$ cat src/rtl/mrd_pkg.sv
// ----------------------------------------------------------------------------
// mrd_pkg
// Types, phase codes and the CRC-16 byte fold shared by the reply deframer.
// ----------------------------------------------------------------------------
package mrd_pkg;

    // parser phase codes, code seven is unused and acts like the end phase
    typedef enum logic [2:0] {
        PH_ADDR  = 3'd0,
        PH_FUNC  = 3'd1,
        PH_COUNT = 3'd2,
        PH_DATA  = 3'd3,
        PH_CRCHI = 3'd4,
        PH_CRCLO = 3'd5,
        PH_END   = 3'd6
    } phase_t;

    // input operation codes
    localparam logic OP_BYTE    = 1'b0;
    localparam logic OP_RELEASE = 1'b1;

    // configuration register indexes
    localparam logic REG_EXPECTED_ADDR = 1'b0;

    localparam logic [7:0]  EXPECTED_ADDR_RESET = 8'd1;
    localparam logic [15:0] CRC_INIT            = 16'hFFFF;
    localparam logic [15:0] CRC_POLY            = 16'hA001;

    // input beat
    typedef struct packed {
        logic       operation;
        logic [7:0] rx_byte;
    } mrd_in_t;

    // result beat
    typedef struct packed {
        logic [2:0]  phase;
        logic        busy_res;
        logic [7:0]  resp_addr;
        logic [7:0]  resp_func;
        logic [7:0]  byte_count;
        logic        data_valid;
        logic [7:0]  data_byte;
        logic [7:0]  data_index;
        logic [15:0] crc_calc;
        logic [15:0] crc_received;
        logic        frame_end;
    } mrd_out_t;

    // one byte through the reflected modbus crc
    function automatic logic [15:0] crc_fold(input logic [15:0] crc_in,
                                             input logic [7:0]  data_in);
        logic [15:0] crc;
        crc = crc_in ^ {8'h00, data_in};
        for (int k = 0; k < 8; k++) begin
            if (crc[0]) begin
                crc = (crc >> 1) ^ CRC_POLY;
            end else begin
                crc = crc >> 1;
            end
        end
        return crc;
    endfunction

endpackage

$ cat src/rtl/modbus_rtu_reply_deframer_core.sv
// ----------------------------------------------------------------------------
// modbus_rtu_reply_deframer_core
// Byte-wise Modbus RTU reply parser with streamed data and running CRC-16.
// ----------------------------------------------------------------------------
// Usage:
//   s_valid/s_ready/s_data carry one beat per received byte (operation 0)
//   or a release request (operation 1) that returns the parser to idle.
//   m_valid/m_ready/m_data carry exactly one result beat per input beat:
//   phase, busy flag, header fields, any data byte with its index, the
//   running CRC and the received CRC.
//   The APB port holds the expected slave address at byte address 0.
// Pipeline and throughput:
//   a beat is captured in the input register, is parsed by one byte-wide
//   CRC fold and phase step, and is registered into the result register
//   that drives m_data.
//   One beat per cycle is sustained while m_ready stays high; the CRC fold
//   of one byte sets the critical path.
// Reset:
//   synchronous active-low aresetn clears the phase to idle, the CRC to
//   0xFFFF, the header and received CRC fields to zero and the expected
//   address to one; both pipeline registers empty.
// Stalls:
//   while m_ready is low the result register holds and one more beat is
//   buffered in the input register, after which s_ready drops.
// ----------------------------------------------------------------------------
module modbus_rtu_reply_deframer_core (
    input  logic              aclk,
    input  logic              aresetn,
    // input channel
    input  logic              s_valid,
    output logic              s_ready,
    input  mrd_pkg::mrd_in_t  s_data,
    // result channel
    output logic              m_valid,
    input  logic              m_ready,
    output mrd_pkg::mrd_out_t m_data,
    // configuration
    input  logic              psel,
    input  logic              penable,
    input  logic              pwrite,
    input  logic [2:0]        paddr,
    input  logic [31:0]       pwdata,
    output logic [31:0]       prdata,
    output logic              pready
);
    import mrd_pkg::*;

    logic [7:0] expected_addr;

    mrd_apb_regs u_regs (
        .aclk          (aclk),
        .aresetn       (aresetn),
        .psel          (psel),
        .penable       (penable),
        .pwrite        (pwrite),
        .paddr         (paddr),
        .pwdata        (pwdata),
        .prdata        (prdata),
        .pready        (pready),
        .expected_addr (expected_addr)
    );

    // pipeline registers
    logic     in_valid_reg;
    mrd_in_t  in_item_reg;
    logic     out_valid_reg;
    mrd_out_t out_item_reg;
    logic     advance;

    // parser state
    phase_t      phase_reg,   phase_next;
    logic [7:0]  addr_reg,    addr_next;
    logic [7:0]  func_reg,    func_next;
    logic [7:0]  count_reg,   count_next;
    logic [7:0]  index_reg,   index_next;
    logic [15:0] crc_reg,     crc_next;
    logic [15:0] crc_rx_reg,  crc_rx_next;
    mrd_out_t    result;

    logic [15:0] crc_folded;
    logic [7:0]  index_inc;
    logic [7:0]  rx;

    // move the buffered beat into the result register
    assign advance = in_valid_reg && (!out_valid_reg || m_ready);
    assign s_ready = !in_valid_reg || advance;

    assign rx         = in_item_reg.rx_byte;
    assign crc_folded = crc_fold((phase_reg == PH_ADDR) ? CRC_INIT : crc_reg, rx);
    assign index_inc  = index_reg + 8'd1;

    // phase step and field capture
    always_comb begin
        phase_next  = phase_reg;
        addr_next   = addr_reg;
        func_next   = func_reg;
        count_next  = count_reg;
        index_next  = index_reg;
        crc_next    = crc_reg;
        crc_rx_next = crc_rx_reg;
        result      = '0;
        if (in_item_reg.operation == OP_RELEASE) begin
            phase_next = PH_ADDR;
        end else begin
            unique case (phase_reg)
                PH_ADDR: begin
                    index_next = 8'd0;
                    crc_next   = crc_folded;
                    addr_next  = rx;
                    if (rx != expected_addr) begin
                        phase_next       = PH_END;
                        result.frame_end = 1'b1;
                    end else begin
                        phase_next = PH_FUNC;
                    end
                end
                PH_FUNC: begin
                    crc_next   = crc_folded;
                    func_next  = rx;
                    phase_next = PH_COUNT;
                end
                PH_COUNT: begin
                    crc_next   = crc_folded;
                    count_next = rx;
                    phase_next = (rx == 8'd0) ? PH_CRCHI : PH_DATA;
                end
                PH_DATA: begin
                    crc_next          = crc_folded;
                    result.data_valid = 1'b1;
                    result.data_byte  = rx;
                    result.data_index = index_reg;
                    index_next        = index_inc;
                    if (index_inc >= count_reg) begin
                        phase_next = PH_CRCHI;
                    end
                end
                PH_CRCHI: begin
                    crc_rx_next = {rx, crc_rx_reg[7:0]};
                    phase_next  = PH_CRCLO;
                end
                PH_CRCLO: begin
                    crc_rx_next      = {crc_rx_reg[15:8], rx};
                    phase_next       = PH_END;
                    result.frame_end = 1'b1;
                end
                default: begin
                    // end phase: bytes are ignored
                end
            endcase
        end
        result.phase        = phase_next;
        result.busy_res     = (phase_next != PH_ADDR);
        result.resp_addr    = addr_next;
        result.resp_func    = func_next;
        result.byte_count   = count_next;
        result.crc_calc     = crc_next;
        result.crc_received = crc_rx_next;
    end

    // input register
    always_ff @(posedge aclk) begin
        if (!aresetn) begin
            in_valid_reg <= 1'b0;
        end else if (s_ready) begin
            in_valid_reg <= s_valid;
        end
    end

    always_ff @(posedge aclk) begin
        if (s_ready && s_valid) begin
            in_item_reg <= s_data;
        end
    end

    // parser state, updated as each beat is parsed
    always_ff @(posedge aclk) begin
        if (!aresetn) begin
            phase_reg  <= PH_ADDR;
            addr_reg   <= 8'd0;
            func_reg   <= 8'd0;
            count_reg  <= 8'd0;
            index_reg  <= 8'd0;
            crc_reg    <= CRC_INIT;
            crc_rx_reg <= 16'd0;
        end else if (advance) begin
            phase_reg  <= phase_next;
            addr_reg   <= addr_next;
            func_reg   <= func_next;
            count_reg  <= count_next;
            index_reg  <= index_next;
            crc_reg    <= crc_next;
            crc_rx_reg <= crc_rx_next;
        end
    end

    // result register
    always_ff @(posedge aclk) begin
        if (!aresetn) begin
            out_valid_reg <= 1'b0;
        end else if (advance) begin
            out_valid_reg <= 1'b1;
        end else if (m_ready) begin
            out_valid_reg <= 1'b0;
        end
    end

    always_ff @(posedge aclk) begin
        if (advance) begin
            out_item_reg <= result;
        end
    end

    assign m_valid = out_valid_reg;
    assign m_data  = out_item_reg;

    // busy flag tracks the reported phase
    a_busy_phase: assert property (@(posedge aclk) disable iff (!aresetn)
        m_valid |-> (m_data.busy_res == (m_data.phase != PH_ADDR)))
        else $error("busy flag disagrees with phase");

    // a data byte leaves the parser in data or crc-high phase
    a_data_phase: assert property (@(posedge aclk) disable iff (!aresetn)
        (m_valid && m_data.data_valid) |->
            (m_data.phase == PH_DATA || m_data.phase == PH_CRCHI))
        else $error("data byte reported outside data phase");

    // frame end always lands in the end phase
    a_end_phase: assert property (@(posedge aclk) disable iff (!aresetn)
        (m_valid && m_data.frame_end) |-> (m_data.phase == PH_END))
        else $error("frame end without end phase");

    // both registers full under stall closes the input
    a_full_stall: assert property (@(posedge aclk) disable iff (!aresetn)
        (in_valid_reg && out_valid_reg && !m_ready) |-> !s_ready)
        else $error("input accepted with no room");

    // parser state only moves when a beat is parsed
    a_state_hold: assert property (@(posedge aclk) disable iff (!aresetn)
        !advance |=> $stable(crc_reg) && $stable(phase_reg))
        else $error("parser state changed without a beat");

endmodule

$ cat src/rtl/mrd_apb_regs.sv
// ----------------------------------------------------------------------------
// mrd_apb_regs
// APB register file holding the expected slave address.
// ----------------------------------------------------------------------------
module mrd_apb_regs (
    input  logic        aclk,
    input  logic        aresetn,
    input  logic        psel,
    input  logic        penable,
    input  logic        pwrite,
    input  logic [2:0]  paddr,
    input  logic [31:0] pwdata,
    output logic [31:0] prdata,
    output logic        pready,
    output logic [7:0]  expected_addr
);
    import mrd_pkg::*;

    logic [7:0] expected_addr_reg;
    logic [7:0] expected_addr_next;
    logic       wr_en;

    assign pready = 1'b1;

    // write decode
    assign wr_en = psel && penable && pwrite;

    always_comb begin
        expected_addr_next = expected_addr_reg;
        if (wr_en && (paddr[2] == REG_EXPECTED_ADDR)) begin
            expected_addr_next = pwdata[7:0];
        end
    end

    always_ff @(posedge aclk) begin
        if (!aresetn) begin
            expected_addr_reg <= EXPECTED_ADDR_RESET;
        end else begin
            expected_addr_reg <= expected_addr_next;
        end
    end

    // read mux, word select only
    always_comb begin
        prdata = 32'd0;
        if (paddr[2] == REG_EXPECTED_ADDR) begin
            prdata = {24'd0, expected_addr_reg};
        end
    end

    assign expected_addr = expected_addr_reg;

endmodule

$ cat config.mk
export PLATFORM = sky130hd
export DESIGN_NAME = modbus_rtu_reply_deframer_core
export DESIGN_NICKNAME = d
export VERILOG_FILES = /design/src/rtl/mrd_pkg.sv /design/src/rtl/modbus_rtu_reply_deframer_core.sv /design/src/rtl/mrd_apb_regs.sv
export SDC_FILE = /design/constraint.sdc
export NUM_CORES = 1
export LEC_CHECK = 0
export ABC_AREA = 1
export BUFFER_PORTS_ARGS = -buffer_cell sky130_fd_sc_hd__buf_2
export CORE_UTILIZATION = 45
export DETAILED_ROUTE_END_ITERATION = 10
export PLACE_DENSITY = 0.71
export SLEW_MARGIN = 20
export SYNTH_ARGS = -nofsm -noshare
export SYNTH_HDL_FRONTEND = slang
export SYNTH_HIERARCHICAL = 1
export SYNTH_SLANG_ARGS = --single-unit
$ cat constraint.sdc
create_clock -name aclk -period 2.3 [get_ports aclk]
set_input_delay 0.115 -clock aclk [delete_from_list [all_inputs] [get_ports aclk]]
set_output_delay 0.115 -clock aclk [all_outputs]
set_load 0.05 [all_outputs]
* Word level (Yosys, flattened, before mapping)
Index checks and enable logic that the tools add are counted.
** Word-level totals
- Input bits :: 51
- RAM bits :: 0
- Latch bits :: 0
- Memories kept :: 0
- Register bits :: 164
- Output and inout bits :: 113
- Bits in read-only memories :: 0
** Cells by class
- Reductions and logical operators :: 17
- Equal/unequal tests :: 6
- Add/subtract/negate cells :: 1
- Multiplexer cells :: 31
- Bitwise operators :: 12
- $mul :: 0
- Shift operators :: 0
- Div/mod/pow operators :: 0
- Order comparisons :: 1
** Operators by type and width (count)
- 2-to-1 mux 16 bit :: 12
- 2-to-1 mux 8 bit :: 7
- case mux 16 bit (2 select lines) :: 1
- NOT 2 -> 3 bit :: 8
- case mux 3 bit (6 select lines) :: 1
- 2-to-1 mux 17 bit :: 1
- case mux 8 bit (2 select lines) :: 1
- bitwise XOR 16 x 8 -> 16 bit :: 1
- 2-to-1 mux 3 bit :: 4
- adder 8 x 1 -> 8 bit, second input constant :: 1
- greater-or-equal comparator 8 bit :: 1
- zero test 8 bit :: 1
- inequality test 8 bit :: 1
- equality test 3 x 2 -> 1 bit, second input constant :: 2
- equality test 3 bit, second input constant :: 2
- logical AND 1 bit :: 5
- nonzero test 2 bit :: 2
- OR reduction 4 bit :: 1
- equality test 3 x 1 -> 1 bit, second input constant :: 1
- zero test 3 bit :: 1
- 2-to-1 mux 1 bit :: 3
- NOT 1 bit :: 3
- AND reduction 3 bit :: 1
- nonzero test 3 bit :: 1
- 4 further kinds :: 6

* Depth between registers and ports, before layout
Gate-level depths: netlist (run 1).
- Depth in word-level cells :: 21
- Depth in mapped cells :: 19
- Gate-level depth less buffers :: 17

* Modules after synthesis
The synthesis (run 1) kept the hierarchy.
** Modules (own cells, without submodules)
- modbus_rtu_reply_deframer_core :: sequential area each 3993.8 um2, area an instance 6865.3 um2, cells an instance 767, instances 1
- mrd_apb_regs :: sequential area each 160.2 um2, area an instance 658.1 um2, cells an instance 98, instances 1

* Worst setup path after synthesis (run 1)
No wires, ideal clock.
- Path kind :: register to register
- Start :: reg out_valid_reg, in the netlist m_valid
- End :: reg out_item_reg, in the netlist m_data[0] (enable)
- Setup slack :: -0.397 ns
- Path buffers :: 3
- Arrival time :: 2.293 ns
- Setup time :: 0.404 ns
- Clock period less this slack :: 2.697 ns
- Stages on the path, launching flop included :: 7
- Path through :: dfxtp_1 -> nand2_1 -> nand2_1 -> buf_2 -> inv_1 -> clkbuf_1 -> buf_2
** On the way
- Longest elaborated chain between the ends :: 3
** Ends and longest elaborated chain
- from (decl) :: line modbus_rtu_reply_deframer_core.sv:66 : logic out_valid_reg;
- from (signal assigned) :: line modbus_rtu_reply_deframer_core.sv:199 : out_valid_reg <= 1'b0;
- from (signal assigned) :: line modbus_rtu_reply_deframer_core.sv:201 : out_valid_reg <= 1'b1;
- from (signal assigned) :: line modbus_rtu_reply_deframer_core.sv:203 : out_valid_reg <= 1'b0;
- zero test 1 bit :: line modbus_rtu_reply_deframer_core.sv:85 : assign advance = in_valid_reg && (!out_valid_reg || m_ready);
- logical OR 1 bit :: line modbus_rtu_reply_deframer_core.sv:85
- logical AND 1 bit :: line modbus_rtu_reply_deframer_core.sv:85
- net advance :: line modbus_rtu_reply_deframer_core.sv:68 : logic advance;
- to (signal assigned) :: line modbus_rtu_reply_deframer_core.sv:209 : out_item_reg <= result;
- to (decl) :: line modbus_rtu_reply_deframer_core.sv:67 : mrd_out_t out_item_reg;
The timed path passes the listed nets, and every way through them passes these cells.
A chain may end at the register's enable or synchronous reset.

* Worst setup path after layout (run 1)
- Start :: reg index_reg[2]
- End :: reg out_item_reg, in the netlist m_data[76], data pin
** On the way
- Longest elaborated chain between the ends :: 5
** Ends and longest elaborated chain
- from (decl) :: line modbus_rtu_reply_deframer_core.sv:75 : logic [7:0] index_reg, index_next;
- from (signal assigned) :: line modbus_rtu_reply_deframer_core.sv:190 : index_reg <= index_next;
- adder 8 x 1 -> 8 bit :: line modbus_rtu_reply_deframer_core.sv:90 : assign index_inc = index_reg + 8'd1;
- greater-or-equal comparator 8 bit :: line modbus_rtu_reply_deframer_core.sv:133 : if (index_inc >= count_reg) begin
- 2-to-1 mux 3 bit :: line modbus_rtu_reply_deframer_core.sv:133
- case mux 3 bit (6 select lines) :: line modbus_rtu_reply_deframer_core.sv:105 : unique case (phase_reg)
- 2-to-1 mux 3 bit :: line modbus_rtu_reply_deframer_core.sv:102 : if (in_item_reg.operation == OP_RELEASE) begin
- net phase_next[1] :: line modbus_rtu_reply_deframer_core.sv:71 : phase_t phase_reg, phase_next;
The timed path passes the listed nets, and every way through them passes these cells.

==> results of run 1 <==
## through the flow
step | instance area [sq um] | setup WS, ns
floorplan | 7620 | 0.0151
global placement | 8320 | -0.131
detailed placement | 8320 | -0.220
CTS | 9100 | -0.0879
global route | 9160 | -0.251
finish | 9160 | -0.128
## critical path, delay by kind of cell (launching register included)
kind                       cells  cell delay, ns
DFF                            1            0.33
xor gates and xnor gates       1            0.16
AOI/OAI and AO/OA              1            0.08
buffers and inverters          4            0.28
adders and majority gates      1            0.29
and+or+nand+nor                9            1.05
## Yosys cell counts (all sizes together), types with 5 or more instances
cell type,number
buf,35
nand2,158
ha,9
inv,149
nor2,75
clkbuf,22
o21ai,91
a21oi,66
nand3,34
xor2,11
nor3,5
dfxtp,77
o22ai,21
xnor2,8
nand4,7
edfxtp,87
## power by group
| group | leakage (uW) | total, uW | switching (uW) | internal, uW |
|---|---|---|---|---|
| registers | 0.00145 | 3370 | 87.4 | 3280 |
| logic | 0.00247 | 1200 | 893 | 305 |
| clock network | 0.000258 | 2710 | 1120 | 1590 |
| total | 0.00417 | 7270 | 2100 | 5170 |
## worst min path at each step
stage	start	end	slack, ns	cells past startpoint
final	pwdata[4]	u_regs/expected_addr[4]	0.01	5
after global routing	aresetn	u_regs/expected_addr[0]	0.03	2
after CTS	pwdata[3]	u_regs/expected_addr[3]	0.001	5
after detailed placement	s_data[2]	rx[2]	0.29	1
after global placement	s_data[1]	rx[1]	0.29	1
after floorplan	s_data[8]	in_item_reg[8]	0.21	0
## metal layers
layer	vias up	part of all wire [%]
met2	189	47
li1	3039	-
met1	2778	47
met5	-	0
met3	14	5.4
met4	0	0.95
## area by class of cell
type | instances | area [sq um]
fillers | 1426 | 6950
flip-flops and latches | 164 | 4160
multi-input cells | 518 | 2680
repair buffers | 154 | 940
inverters | 149 | 563
clock buffers | 22 | 444
well taps | 216 | 270
clock inverters | 10 | 109
## what timing repair did
action                                 CTS  global route
endpoints found under the hold margin   14             0
gates resized for setup                 17             9
setup endpoints to repair                6            10
gates cloned                             0             0
hold buffers                            14             0
buffers inserted                         2             3
pin swaps                               13            14
## kinds of logic after synthesis
group / after synthesis / share of synthesized area (%)
AND/OR/NAND/NOR: 283 / 16.4
flip-flops: 164 / 55.2
buffers and inverters: 206 / 12.0
adder cells (fa/ha/maj): 9 / 1.50
other: 2 / 0.0998
XOR/XNOR: 19 / 2.21
AO/OA/AOI/OAI: 182 / 12.6
==> results by group, run 1 <==
Clock network
  • H-tree depth: 4
  • # clock sinks: 164
  • Clk buf depth: 2
  • Clk root buf: clkbuf_16
  • CTS Buf Count: 17
  • CTS tree: yes
  • Skew-Pair Late Insertion Delay: approximately 0.43 ns
  • Clock Pin Slew Worst Setup and Hold Paths: 0.06 ns

Cells and area
  • Area delta synth->final: 21.8%
  • Ant. Diodes: 0
  • Layout cells sized above 1: 21.1%
  • Commonest non-fill, non-tap cells in the layout: nand2_1, inv_1, buf_2
  • Max FFs per register: 78
  • Final non-filler cell total: 1233
  • Nets: 1064
  • Util after Layout: 56.8%
  • Commonest non-fill, non-tap cell in the layout: nand2_1

Drt
  • Total number of vias: 6020
  • WL/cell: 13.8 um
  • Drt total wl: 17.0 mm
  • 1st-pass router iterations: 5
  • Via density per instance: 4.88
  • First-iteration detailed-routing DRC count: 562
  • Final routed DRC violation total: 0
  • Post-detailed-route count of antenna-violating nets: 0

Global routing
  • M1 GR Usage: 27.7%
  • GRT Util Overall: 20.1%
  • Antenna violations before repair: 0
  • Pin count of the biggest net entering global routing: 74
  • Routing usage on met2: 31.9%
  • Busiest grt layer: met2
  • Met3 usage: 4.09%
  • Number of global-route vias before repair: between 5000 and 6000
  • Total global routing overflow: 0
  • Global-route wire length before repair: between 20 and 30 mm

Setup path
  • Setup crit end: m_data[76]
  • Crit Path Class: flip-flop to flip-flop
  • Crit start category: flip-flop
  • Reg2reg path depth: 16
  • CP arrival: 2.61 ns
  • CP max-delay cell: dfxtp_2
  • Worst-path maximum fanout: 2
  • Worst-path cell chain: inv_2 > nor3_4 > nand4_1 > nor2_1 > xor2_1 > inv_1 > ha_4 > nand2_4 > nor2_4 > nand4_1 > nand4_1 > nand2_1 > inv_2 > o311ai_2 > nand2_1 > inv_1
  • Critical path's largest stage delay: roughly 0.33 ns
  • Most used cell, CP: nand4_1
  • Reg-to-Reg End: m_data[76]
  • Worst Path Required: 2.48 ns
  • Worst R2R Setup Slack: -0.13 ns
  • Crit path launch: index_reg[2]
  • Worst flop-to-flop path startpoint: index_reg[2]
  • Critical Path Sink Type: flip-flop

STA
  • Final period utilization: 106%
  • Layout Skew: 0.0107 ns
  • Max Clock Freq: 412 MHz
  • Tmin final: ~2.4 ns
  • Worst hold slack: 0.0132 ns
  • Hold Vio Cnt, Final: 0
  • Slew Viols, Final: 0
  • Rel. slew slack: 50.6%
  • Worst-Margin Slew: 0.741 ns
  • Final TNS setup: -0.439 ns
  • RSZ-0062 raised after global routing: yes
  • Setup ws final: -0.128 ns
  • Final setup viols: 6

Yosys
  • Top FF cell, synth: edfxtp_1
  • FFs w/ async S/R, synth: 0%
  • Cell area after synthesis: 7520 sq um
  • Seq/Total Area, Yosys: approximately 55%
  • Number of synthesized register bits: 164
  • Post-synth EDFFs: 87
  • Synthesized area per cell: 8.70 sq um
  • Netlist cell types: 36
  • Top cell type by total area after synthesis: edfxtp_1
  • Syn. warnings: 6
  • Area share of the largest cell type after synthesis: 34.7%
  • Synth Instances: a little under 900
  • Ranking of synthesized cells by area: edfxtp_1, dfxtp_1, nand2_1

Power and ir drop
  • Worst vdd ir: 0.622 mV
  • Final Power: 7270 uW
  • P_leak: 0.00417 uW
  • PD cells: 794 nW/um^2

Outcome
  • Status: finished with violations
  • Failing checks: negative setup slack

Die
  • Total core area: 16100 sq um
  • Num rows: 46
  • Initial Utilization: 46.7%
  • Die Y: ~130 um
  • Die width: 131 um
  • IO Pins: about 160
  • Die area: 17200 sq um

Run
  • Max Cap Viol: 0

Worst hold path
  • Hold WC Path Type: input pin to flip-flop

Place
  • Cells after DPL: 1182
  • I/O Buffers: 112
  • GP Congestion: between 0.8 and 0.9
  • Post-DP HPWL: 11.5 mm
(Power assumes the default switching activity.)
==> run 2: changes to the inputs <==
- ABC_CLOCK_PERIOD_IN_PS: unset -> 2300
- BUFFER_PORTS_ARGS: -buffer_cell sky130_fd_sc_hd__buf_2 -> unset
- DONT_BUFFER_PORTS: unset -> 1
- PLACE_DENSITY: 0.71 -> unset
==> run 2 against run 1 <==
Effect of this change:
- the flow still finishes with violations (negative setup slack)
- hold slack better by 0.087 ns
- critical path depth rose by 1
- non-clock buffer count is 76 lower
- final area shrank 2.3%
- largest cell class unchanged
==> results by group, run 2 (synthesized netlist as in run 1, its figures left out) <==
Outcome
  • Status: finished with violations
  • Failing checks: negative setup slack

STA
  • Tmin final: 2.34 ns (-0.0875 ns)
  • Final setup viols: 2 (-4)
  • Worst-Margin Slew: 0.920 ns (+0.179 ns)
  • Setup ws final: -0.0404 ns (+0.0875 ns)
  • Final period utilization: 102% (-3.8 points)
  • Final TNS setup: -0.0721 ns (+0.366 ns)
  • Slew Viols, Final: 0 (unchanged)
  • Layout Skew: 0.0121 ns (+0.00135 ns)
  • Max Clock Freq: 427 MHz (+3.7%)
  • Hold Vio Cnt, Final: 0 (unchanged)
  • Worst hold slack: 0.101 ns (+0.0873 ns)
  • Rel. slew slack: 38.7% (-12 points)
  • RSZ-0062 raised after global routing: yes

Power and ir drop
  • PD cells: 830 nW/um^2 (+4.5%)
  • Net Sw Frac: 28.9% (about the same)
  • Logic gate share of total power: 11.3% (-5.2 points)
  • Sequential share of power: 49.1% (+2.8 points)
  • P_leak: 0.00390 uW (-6.5%)
  • Clock Power Share: 39.6% (+2.4 points)
  • NetSw: 2140 uW (+2.1%)
  • Internal power: 5290 uW (+2.2%)
  • Worst vdd ir: 0.633 mV (+1.8%)

Cells and area
  • Nets: 988 (-7.1%)
  • Area delta synth->final: 19.0%
  • Layout cells sized above 1: 13.7% (-7.4 points)
  • Ant. Diodes: 0 (unchanged)
  • Commonest non-fill, non-tap cell in the layout: nand2_1
  • Max FFs per register: 78 (unchanged)
  • Util after Layout: 55.6% (-1.3 points)
  • FILL cells: 1448 (+1.5%)
  • Commonest non-fill, non-tap cells in the layout: nand2_1, inv_1, edfxtp_1

Drt
  • 1st-pass router iterations: 5 (unchanged)
  • Drt total wl: 17.1 mm (+0.32%)
  • Post-detailed-route count of antenna-violating nets: 0 (unchanged)
  • WL/cell: 14.8 um (+6.9%)
  • Via density per instance: 4.92 (+0.73%)
  • First-iteration detailed-routing DRC count: 421 (-25%)
  • Final routed DRC violation total: 0 (unchanged)
  • Total number of vias: 5690 (-5.5%)

Die
  • Initial Utilization: 46.7% (unchanged)
  • Num rows: 46 (unchanged)
  • IO Pins: 164 (unchanged)
  • Die Y: 131 um (unchanged)
  • Die width: 131 um (unchanged)
  • Total core area: 16100 sq um (unchanged)
  • Die area: 17200 sq um (unchanged)

Place
  • I/O Buffers: 0 (-100%)
  • GP Congestion: 0.829 (-4.7%)
  • Post-DP HPWL: 11.5 mm (+0.38%)

Clock network
  • Clk root buf: clkbuf_16
  • # clock sinks: 164 (unchanged)
  • H-tree depth: 4 (unchanged)
  • CTS Buf Count: 17 (unchanged)
  • CTS tree: yes
  • Skew-Pair Late Insertion Delay: 0.43 ns (about the same)
  • Clock Pin Slew Worst Setup and Hold Paths: 0.07 ns (about the same)
  • Clk buf depth: 2 (unchanged)

Global routing
  • Met3 usage: 4.59% (+0.50 points)
  • Routing usage on met2: 32.2% (+0.33 points)
  • Number of global-route vias before repair: 5182 (-4.2%)
  • GRT Util Overall: 20.3% (+0.25 points)
  • Pin count of the biggest net entering global routing: 103 (+39%)
  • Global-route wire length before repair: 27.2 mm (-0.30%)
  • Antenna violations before repair: 0 (unchanged)
  • Total global routing overflow: 0 (unchanged)
  • Busiest grt layer: met2
  • M1 GR Usage: 27.4% (-0.25 points)

Worst hold path
  • Hold WC Path Type: input pin to flip-flop

Setup path
  • Crit start category: flip-flop
  • CP arrival: 2.53 ns (-0.08 ns)
  • Worst Path Required: 2.49 ns (about the same)
  • Crit Path Class: flip-flop to flip-flop
  • Worst-path maximum fanout: 2 (unchanged)
  • Critical Path Sink Type: flip-flop

Run
  • Max Cap Viol: 0 (unchanged)
[run 2: cell types whose count changed in the layout (fill, tap and decap cells not counted), sizes merged]
| cell | before | now |
|---|---|---|
| buf | 140 | 44 |
| dlygate4sd3 | 14 | 34 |
| inv | 147 | 152 |
| clkbuf | 22 | 18 |
| clkinvlp | 4 | 2 |
| bufinv | 2 | 3 |
[run 2: area by class of cell]
| class | instances | area, sq um | share of cell area (%) |
|---|---|---|---|
| clock buffers | 18 | 439 | 4.91 |
| clock inverters | 14 | 173 | 1.93 |
| inverters | 149 | 563 | 6.29 |
| multi-input cells | 518 | 2660 | 29.8 |
| flip-flops and latches | 164 | 4160 | 46.5 |
| well taps | 216 | 270 | 3.02 |
| repair buffers | 78 | 683 | 7.63 |
[run 2: final timing paths]
path                startpoint        endpoint  slack, ns  cells after the start
setup / recovery  index_reg[2]      m_data[75]      -0.04                     17
hold / removal         aresetn  crc_rx_reg[11]       0.10                      4
setup reg to reg  index_reg[2]      m_data[75]      -0.04                     17
hold reg to reg   index_reg[7]    index_reg[7]       0.47                      2
[run 2: repair_timing]
item	in CTS	in global routing
endpoints found under the setup margin	6	7
endpoints found under the hold margin	22	0
gates resized for setup	13	14
hold buffers	34	0
gates cloned	0	0
pin swaps	12	12
buffers inserted	4	3
[run 2: metal layers]
| layer | up-vias | share of wire [%] |
|---|---|---|
| li1 | 2888 | - |
| met1 | 2609 | 48 |
| met2 | 176 | 46 |
| met3 | 17 | 5.0 |
| met4 | 0 | 1.5 |
| met5 | - | 0 |
[run 2: worst max-delay path, stage by stage (launching register included)]
cell,delay (ns)
dfxtp_2,0.34
inv_2,0.05
nor3_4,0.18
nand4_1,0.11
buf_4,0.15
buf_4,0.12
nand2_1,0.07
inv_2,0.05
ha_4,0.27
nand2_2,0.06
nor2_4,0.10
nand4_1,0.11
nand4_1,0.11
nand2_1,0.07
inv_2,0.07
o221ai_2,0.09
nand3_2,0.09
inv_1,0.04
[run 2: power groups by stage]
stage	sequential [uW]	combinational (uW)	clock, uW
2_1_floorplan	3680	656	0
3_3_place_gp	3710	774	0
3_5_place_dp	3720	778	0
4_1_cts	3660	825	3000
5_1_grt	3670	941	3120
6_report	3650	840	2940
[run 2: stage by stage]
stage / worst slack [ns] / cell area, sq um / total power [uW] / instances
global placement: -0.125 / 7850 / 4490 / 1084
global route: -0.209 / 8950 / 7730 / 1157
CTS: -0.0696 / 8880 / 7480 / 1154
finish: -0.0404 / 8950 / 7430 / 1157
detailed placement: -0.161 / 7850 / 4500 / 1084
floorplan: 0.0151 / 7620 / 4340 / 888
==> run 3: changes to the inputs <==
- ABC_CLOCK_PERIOD_IN_PS: 2300 -> 3000
- clock period: 2.3 -> 3 ns (I/O delays scaled with it)
==> run 3 against run 2 <==
Effect of this change:
- the flow now finishes without violations
- die area did not move
- register-to-register slack improved by 0.37 ns
- flip-flop and latch count did not move
- clock-buffer cell count rose by 2
- sequential share of layout area rose by 2.0 points
- first-iteration DRC count fell by 11%
- utilization fell by 2.4 points
- clock power fell by 21%
- critical path type unchanged
- largest cell class unchanged
==> results by group, run 3 (synthesized netlist as in run 1, its figures left out) <==
Global routing
  • Pin count of the biggest net entering global routing: 75 (-27%)
  • GRT Util Overall: 20.4% (+0.058 points)
  • Routing usage on met2: 32.7% (+0.53 points)
  • M1 GR Usage: 27.3% (-0.10 points)
  • Antenna violations before repair: 0 (unchanged)
  • Busiest grt layer: met2
  • Global-route wire length before repair: 27.3 mm (+0.41%)
  • Total global routing overflow: 0 (unchanged)
  • Met3 usage: 5.21% (+0.62 points)
  • Number of global-route vias before repair: 5195 (+0.25%)

Cells and area
  • Commonest non-fill, non-tap cells in the layout: nand2_1, inv_1, edfxtp_1
  • Area delta synth->final: 13.8%
  • Nets: 950 (-3.8%)
  • Commonest non-fill, non-tap cell in the layout: nand2_1
  • FF/Latch Area: 4150 sq um (-0.15%)
  • FILL cells: 1549 (+7.0%)
  • Max FFs per register: 78 (unchanged)
  • Multi-input logic area: 2570 sq um (-3.5%)
  • Layout cells sized above 1: 7.64% (-6.1 points)
  • Ant. Diodes: 0 (unchanged)
  • Util after Layout: 53.1% (-2.4 points)

Clock network
  • Number of post-CTS setup repair buffers: 0 (-4)
  • H-tree depth: 4 (unchanged)
  • CTS tree: yes
  • Clock Pin Slew Worst Setup and Hold Paths: 0.06 ns (about the same)
  • Skew-Pair Late Insertion Delay: 0.42 ns (about the same)
  • CTS Buf Count: 17 (unchanged)
  • # clock sinks: 164 (unchanged)
  • Clk buf depth: 2 (unchanged)
  • Clk root buf: clkbuf_16

Power and ir drop
  • Clock Power Share: 40.3% (+0.7 points)
  • NetSw: 1610 uW (-25%)
  • Logic gate share of total power: 10.7% (-0.6 points)
  • P_leak: 0.00370 uW (-5.1%)
  • Worst vdd ir: 0.428 mV (-32%)
  • PD cells: 668 nW/um^2 (-20%)
  • Net Sw Frac: 28.1% (-0.74 points)
  • Internal power: 4110 uW (-22%)
  • Sequential share of power: 49.0% (about the same)

Setup path
  • Crit path launch: index_reg[0]
  • Worst-path maximum fanout: 4 (+2)
  • Worst Path Required: 3.18 ns (+0.69 ns)
  • CP arrival: 2.85 ns (+0.32 ns)
  • Worst flop-to-flop path startpoint: index_reg[0]
  • Crit start category: flip-flop
  • Reg-to-Reg End: m_data[76]
  • Crit Path Class: flip-flop to flip-flop
  • Setup crit end: m_data[76]
  • Critical Path Sink Type: flip-flop
  • Reg2reg path depth: 16 (-1)
  • Worst R2R Setup Slack: 0.33 ns (+0.37 ns)

STA
  • Layout Skew: 0.00832 ns (-0.00378 ns)
  • Worst hold slack: 0.0168 ns (-0.0838 ns)
  • RSZ-0062 raised after global routing: no
  • Tmin final: 2.67 ns (+0.328 ns)
  • Worst-Margin Slew: 1.06 ns (+0.138 ns)
  • Rel. slew slack: 29.3% (-9.3 points)
  • Slew Viols, Final: 0 (unchanged)
  • Final TNS setup: 0 ns (+0.0721 ns)
  • Hold Vio Cnt, Final: 0 (unchanged)
  • Final setup viols: 0 (-2)
  • Final period utilization: 89.0% (-13 points)
  • Max Clock Freq: 375 MHz (-12%)

Drt
  • Drt total wl: 17.1 mm (+0.38%)
  • WL/cell: 15.3 um (+3.8%)
  • Via density per instance: 5.02 (+2.1%)
  • Post-detailed-route count of antenna-violating nets: 0 (unchanged)
  • First-iteration detailed-routing DRC count: 374 (-11%)
  • Total number of vias: 5616 (-1.3%)
  • Final routed DRC violation total: 0 (unchanged)
  • 1st-pass router iterations: 5 (unchanged)

Die
  • Die area: 17200 sq um (unchanged)
  • Die width: 131 um (unchanged)
  • Die Y: 131 um (unchanged)
  • Num rows: 46 (unchanged)
  • Initial Utilization: 46.7% (unchanged)
  • IO Pins: 164 (unchanged)
  • Total core area: 16100 sq um (unchanged)

Place
  • GP Congestion: 0.858 (+3.5%)
  • Post-DP HPWL: 11.4 mm (-0.70%)
  • I/O Buffers: 0 (unchanged)

Run
  • Max Cap Viol: 0 (unchanged)

Outcome
  • Status: finished, final reports clean

Worst hold path
  • Hold WC Path Type: input pin to flip-flop
[run 3: cell types whose count changed in the layout (fill, tap and decap cells not counted), moves of 3 or more]
cell / delta
ha_1: +3
dfxtp_1: +3
inv_2: -5
buf_4: -35
inv_1: +5
ha_4: -3
[run 3: metrics by stage]
| stage | instance area (sq um) | power, uW | worst slack (ns) | cells |
|---|---|---|---|---|
| after floorplan | 7610 | 3330 | 0.303 | 888 |
| after global placement | 7610 | 3420 | 0.306 | 1055 |
| after detailed placement | 7610 | 3430 | 0.246 | 1055 |
| after CTS | 8550 | 5750 | 0.213 | 1119 |
| after global routing | 8560 | 5940 | 0.0129 | 1119 |
| final | 8560 | 5720 | 0.331 | 1119 |
[run 3: area by class of cell]
type | instances | share of cell area, %
clock buffer | 20 | 5.22
timing repair buffer | 40 | 4.44
multi-input combinational | 518 | 30.0
sequential | 164 | 48.5
tap | 216 | 3.16
inverter | 149 | 6.57
clock inverter | 12 | 2.10
[run 3: power groups by stage]
stage | sequential (uW) | combinational [uW] | clock, uW
floorplan | 2820 | 503 | 0
global placement | 2850 | 569 | 0
finish | 2800 | 610 | 2310
detailed placement | 2860 | 576 | 0
CTS | 2810 | 607 | 2340
global route | 2820 | 684 | 2440
[run 3: worst min path at each step]
stage                     cells after the start  startpoint                       to  slack (ns)
after floorplan                               0   s_data[8]           in_item_reg[8]        0.25
after global placement                        1     aresetn  u_regs/expected_addr[0]        0.24
after detailed placement                      0   s_data[0]                    rx[0]        0.25
after CTS                                     4        psel  u_regs/expected_addr[7]      0.0002
after global routing                          4        psel  u_regs/expected_addr[5]        0.02
final                                         4        psel  u_regs/expected_addr[7]        0.02
[run 3: layer usage]
metal  wire length (um)  vias up  share of wire [%]
met5                  0        -                  0
met4                180        0                1.1
met3                971       11                5.7
met2               8040      177                 47
met1               7950     2613                 46
li1                   -     2815                  -
[run 3: what timing repair did]
action | CTS | global route
resized for setup | 0 | 2
endpoints found under the hold margin | 22 | 0
endpoints found under the setup margin | 0 | 6
hold buffers | 32 | 0
[run 3: critical path, cell delays in order (launching register included)]
cell and delay, ns:
dfxtp_1 0.38, inv_1 0.12, nor3_4 0.25, nand4_1 0.13
nor2_1 0.13, xor2_1 0.16, inv_1 0.07, ha_1 0.29
nand2_1 0.07, nor2_1 0.15, nand4_1 0.13, nand4_1 0.12
nand2_1 0.05, inv_1 0.09, o311ai_0 0.12, nand2_1 0.11
inv_1 0.05
